[src/sv/aapr_pkg.sv]
// Package for the axis-angle point rotator: CORDIC table and fixed-point constants.
// No dependencies.
`timescale 1ns / 1ps
package aapr_pkg;

  localparam int COORD_BITS_DEF    = 32;
  localparam int CORDIC_STAGES_DEF = 16;
  localparam int TABLE_LEN         = 24;
  localparam int DEG_HALF_TURN     = 180;
  localparam int TURN_UNITS        = 2 * DEG_HALF_TURN * 64;
  localparam int HALF_UNITS        = TURN_UNITS / 2;
  localparam int QUARTER_UNITS     = TURN_UNITS / 4;
  // CORDIC gain compensation, 0.60725293 in Q2.30
  localparam logic signed [33:0] CORDIC_X0 = 34'sd652032874;
  localparam logic signed [33:0] ONE_Q30   = 34'sd1073741824;

  function automatic logic signed [33:0] atan_entry(input int idx);
    logic signed [33:0] v;
    case (idx)
      0:  v = 34'sd188743680;
      1:  v = 34'sd111421900;
      2:  v = 34'sd58872272;
      3:  v = 34'sd29884485;
      4:  v = 34'sd15000234;
      5:  v = 34'sd7507429;
      6:  v = 34'sd3754631;
      7:  v = 34'sd1877430;
      8:  v = 34'sd938729;
      9:  v = 34'sd469366;
      10: v = 34'sd234683;
      11: v = 34'sd117342;
      12: v = 34'sd58671;
      13: v = 34'sd29335;
      14: v = 34'sd14668;
      15: v = 34'sd7334;
      16: v = 34'sd3667;
      17: v = 34'sd1833;
      18: v = 34'sd917;
      19: v = 34'sd458;
      20: v = 34'sd229;
      21: v = 34'sd115;
      22: v = 34'sd57;
      23: v = 34'sd29;
      default: v = 34'sd0;
    endcase
    return v;
  endfunction

endpackage

[src/sv/aapr_cordic.sv]
// Pipelined CORDIC: one micro-rotation per register stage, with stall.
// Depends on aapr_pkg.
`timescale 1ns / 1ps
module aapr_cordic #(
  parameter int STAGES = aapr_pkg::CORDIC_STAGES_DEF,
  parameter int TAGW   = 8
) (
  input  logic                     clk,
  input  logic                     rst,
  input  logic                     adv,
  input  logic                     in_vld,
  input  logic signed [33:0]       in_z,
  input  logic                     in_neg,
  input  logic [TAGW-1:0]          in_tag,
  output logic                     out_vld,
  output logic signed [33:0]       out_cos,
  output logic signed [33:0]       out_sin,
  output logic [TAGW-1:0]          out_tag
);
  import aapr_pkg::*;

  localparam int N = (STAGES > TABLE_LEN) ? TABLE_LEN : STAGES;

  logic signed [33:0] x [0:N];
  logic signed [33:0] y [0:N];
  logic signed [33:0] z [0:N];
  logic               neg [0:N];
  logic               vld [0:N];
  logic [TAGW-1:0]    tag [0:N];

  assign x[0]   = CORDIC_X0;
  assign y[0]   = '0;
  assign z[0]   = in_z;
  assign neg[0] = in_neg;
  assign vld[0] = in_vld;
  assign tag[0] = in_tag;

  for (genvar i = 0; i < N; i++) begin : g_stage
    logic signed [33:0] dx, dy;
    assign dx = y[i] >>> i;
    assign dy = x[i] >>> i;
    always_ff @(posedge clk) begin
      if (rst) begin
        vld[i+1] <= 1'b0;
      end else if (adv) begin
        vld[i+1] <= vld[i];
      end
      if (adv) begin
        if (!z[i][33]) begin
          x[i+1] <= x[i] - dx;
          y[i+1] <= y[i] + dy;
          z[i+1] <= z[i] - atan_entry(i);
        end else begin
          x[i+1] <= x[i] + dx;
          y[i+1] <= y[i] - dy;
          z[i+1] <= z[i] + atan_entry(i);
        end
        neg[i+1] <= neg[i];
        tag[i+1] <= tag[i];
      end
    end
  end

  function automatic logic signed [33:0] clamp30(input logic signed [34:0] v);
    if (v > 35'sd1073741824) return ONE_Q30;
    if (v < -35'sd1073741824) return -ONE_Q30;
    return v[33:0];
  endfunction

  logic signed [34:0] xf, yf;
  assign xf = neg[N] ? -$signed({x[N][33], x[N]}) : $signed({x[N][33], x[N]});
  assign yf = neg[N] ? -$signed({y[N][33], y[N]}) : $signed({y[N][33], y[N]});

  always_ff @(posedge clk) begin
    if (rst) begin
      out_vld <= 1'b0;
    end else if (adv) begin
      out_vld <= vld[N];
    end
    if (adv) begin
      out_cos <= clamp30(xf);
      out_sin <= clamp30(yf);
      out_tag <= tag[N];
    end
  end
endmodule

[config.mk]
export PLATFORM = sky130hd
export DESIGN_NAME = aapr_cordic
export DESIGN_NICKNAME = d
export VERILOG_FILES = /design/src/sv/aapr_pkg.sv /design/src/sv/aapr_cordic.sv
export SDC_FILE = /design/constraint.sdc
export NUM_CORES = 2
export LEC_CHECK = 0
export BUFFER_PORTS_ARGS = -buffer_cell sky130_fd_sc_hd__clkbuf_2
export CAP_MARGIN = 20
export CORE_MARGIN = 2
export CORE_UTILIZATION = 35
export DETAILED_ROUTE_END_ITERATION = 6
export PLACE_DENSITY = 0.6
export SLEW_MARGIN = 10
export SYNTH_ARGS = -nofsm -noshare
export SYNTH_HDL_FRONTEND = slang
export SYNTH_SLANG_ARGS = --single-unit
export TNS_END_PERCENT = 20
[constraint.sdc]
create_clock -name clk -period 13.5 [get_ports clk]
set_clock_uncertainty 0.15 [all_clocks]
set_input_delay 1.35 -clock clk [delete_from_list [all_inputs] [get_ports clk]]
set_output_delay 1.35 -clock clk [all_outputs]
set_load 0.05 [all_outputs]
==> flow_summary_export.csv <==
group,metric,value,unit
outcome,outcome,"finished, final reports clean",
synthesis,synth_cell_types,88,
routing,wl_met3,10020,um
synthesis,syn_area_per_cell,9.933,um2
worst_setup_path,endpoint_kind,"flop",
clocking,cts_resized,0,
floorplanning,die_w,617.6,um
clocking,clock-sinks,1709,
placed_design,dpl.hpwl,244400,um
synthesis,synth-seq-cells,1709,
timing,max_freq,173.3,MHz
timing,report.final.slew_viol_count,0,
finish,n_fill_cell,36920,
floorplanning,core,0.3753,mm2
routing,wl_per_cell,16.86,um
clocking,ctsRootBufferMaster,"clkbuf_16",
routing,dr.pass1.iters,6,
grt,grt_start_max_net_pins,182,
timing,hold_viol,0,
worst_setup_path,crit_type,"reg -> reg",
routing,drc,0,
placed_design,io_buffers,123,
floorplanning,die_y,617.6,um
placed_design,place_congestion,0.8929,
routing,drt-initial-drc-count,6015,
synthesis,syn_area,0.1318,mm2
floorplanning,start_util,35.11,%
timing,rsz0062_at_grt,"false",
worst_setup_path,critPathArrivalTime,6.21,ns
finish,finalNetCount,14990,
worst_setup_path,startpoint_type,"flop",
grt,grt_pass1_vias,93170,
min_path,hold_class,"reg -> reg",
clocking,cts.path.max_buffers,4,
synthesis,yosysWarnings,0,
clocking,cts_made_buffers,206,
clocking,clk_latency,0.93,ns
finish,final_layout_size_suffix_gt1_share,4.816,%
synthesis,synth_edf_count,1692,
flow_run,max-cap-violations,0,
finish,fin_cells,18640,
clocking,cts_htree_levels,4,
clocking,path_clk_slew,0.06,ns
finish,syn2layout_area_growth,10.29,%
floorplanning,die_area,0.3814,mm2
grt,grt-ovfl-total,0,
grt,grt_first_pass_wirelength,503100,um
clocking,cts_setup_buffers,0,
timing,worst_pin_slew,1.104,ns
synthesis,syn-instance-count,13270,
routing,maxUsedRoutingLayer,"met4",
placed_design,place_area,0.1386,mm2
placed_design,dp_cells,18270,
synthesis,synthFlopType,"edfxtp_1",
synthesis,ys_seq_area_share,38.82,%
clocking,cts_tree,"built",
synthesis,syn-num-nets,14770,
routing,num_vias,97300,
worst_setup_path,crit_fanout,4,
timing,setup_violations,0,
routing,drt-total-wl,314300,um
synthesis,synthArstFlopShare,0,%
grt,antenna_found_initial,3,
routing,antenna_left,0,
grt,track_usage,15.99,%
timing,fin_crit,5.771,ns
clocking,hold_buffers,0,
timing,slew-limit-headroom,25.70,%
routing,viasPerCell,5.221,
floorplanning,pin_count,124,
finish,finalInstanceArea,0.1453,mm2
floorplanning,rows,225,
timing,tns,0,ns
routing,met2WireLength,154400,um
worst_setup_path,critPathRequiredTime,13.94,ns
routing,wl_met1,139000,um
timing,finalCritPeriodShare,42.75,%
==> cell usage after synthesis (22+ instances only) <==
master	n	share of area (%)
fa_1	43	0.65
a21oi_1	1441	5.5
mux2_2	54	0.46
a21boi_0	52	0.30
edfxtp_1	1692	39
o41ai_1	43	0.29
nor3_1	298	1.1
or4_1	44	0.25
nor3b_1	52	0.30
mux2i_1	91	0.69
clkbuf_1	141	0.40
buf_1	38	0.11
nor2_1	1138	3.2
nor4_1	81	0.38
o31a_1	45	0.30
ha_1	1412	13
o21a_1	230	1.3
a31oi_1	140	0.66
o21bai_1	164	0.93
nand2b_1	198	0.94
o211ai_1	44	0.25
inv_1	599	1.7
a21o_1	638	3.6
xnor2_1	1238	8.2
or3_1	83	0.39
a211oi_1	104	0.59
nand2_1	642	1.8
a221oi_1	31	0.21
a31o_2	30	0.20
xor2_1	685	4.6
a211o_1	28	0.19
o31ai_1	70	0.40
and2_1	83	0.39
o21ai_0	634	2.4
or2_2	46	0.22
nand3_1	199	0.76
a41oi_1	25	0.17
a221o_1	22	0.17
nand4_1	84	0.40
nor2b_1	182	0.86
and3_1	83	0.39
==> per-layer routing <==
layer / track usage [%] / up-vias
li1: - / 49600
met1: 19.91 / 45550
met3: 1.674 / 564
met4: 5.156 / 0
met5: 0 / -
met2: 28.78 / 1584
==> critical path: stages (launching register included) <==
cell	delay, ns
edfxtp_1	0.49
inv_1	0.12
ha_1	0.19
nand2_1	0.06
nor3_1	0.30
nand2_1	0.12
or4_1	0.49
nor4b_1	0.76
a21oi_1	0.17
xnor2_1	0.17
ha_1	0.35
nand3_1	0.18
nor2_1	0.18
nand4_1	0.11
a211oi_1	0.44
o31a_1	0.25
a41oi_1	0.24
o211ai_1	0.33
a21o_1	0.16
a21oi_1	0.07
xnor2_1	0.13
==> sequential cells by signal (all words and copies together) (netlist names), 34 cells and up <==
signal      cells
z             475
g_stage.dx    359
g_stage.dy    334
x             152
y             152
tag           128
out_cos        34
out_sin        34
==> cells by family (layout without fill, tap and decap cells) <==
kind of cell,after synthesis,in the layout,synth area share (%)
AOI/OAI and AO/OA,3928,3928,18.76
and+or+nand+nor,3317,3317,12.14
xor gates and xnor gates,1924,1924,12.80
DFF,1709,1709,38.82
adders and majority gates,1455,1455,14.06
buffers and inverters,787,1163,2.268
muxes,145,145,1.153
other,1,2,0.002846
==> cell usage in the layout, fill, tap and decap left out, types with 199 or more instances in the layout <==
cell type  count
a21o_1       638
nand2_1      642
edfxtp_1    1692
clkbuf_16    207
xor2_1       685
nor3_1       298
xnor2_1     1238
nand3_1      199
inv_1        599
ha_1        1412
o21ai_0      634
o21a_1       230
nor2_1      1138
a21oi_1     1441
==> worst paths after layout <==
check,start,end,cells past startpoint,slack [ns]
hold / removal,tag[121]$_DFFE_PP_,tag[113]$_DFFE_PP_,0,0.24
setup reg to reg,g_stage[12].dy[0]$_DFFE_PP_,g_stage[13].dx[17]$_DFFE_PP_,20,7.73
hold reg to reg,tag[121]$_DFFE_PP_,tag[113]$_DFFE_PP_,0,0.24
setup / recovery,g_stage[12].dy[0]$_DFFE_PP_,g_stage[13].dx[17]$_DFFE_PP_,20,7.73
==> area by class of cell <==
cell class / instances / area (um2) / share of cell area, %
Multi-Input combinational cell: 10770 / 77630 / 53.42
Sequential cell: 1709 / 51150 / 35.19
Tap cell: 4994 / 6248 / 4.299
Clock buffer: 246 / 5326 / 3.665
Inverter: 601 / 2256 / 1.552
Clock inverter: 120 / 1448 / 0.9961
Timing Repair Buffer: 196 / 1271 / 0.8747
Antenna cell: 1 / 2.502 / 0.001722
==> through the flow <==
stage          setup WS [ns]  hold WS, ns  util, %
2_1_floorplan          8.642       0.2503        -
3_3_place_gp           7.761       0.2503    36.91
3_5_place_dp           7.853       0.2545    36.92
4_1_cts                7.819       0.2378    38.73
5_1_grt                7.243       0.2442    38.73
6_report               7.729       0.2380    38.73
Power is not shown: default switching activity piles up to over one toggle a cycle in this logic, so the estimate is an artifact.
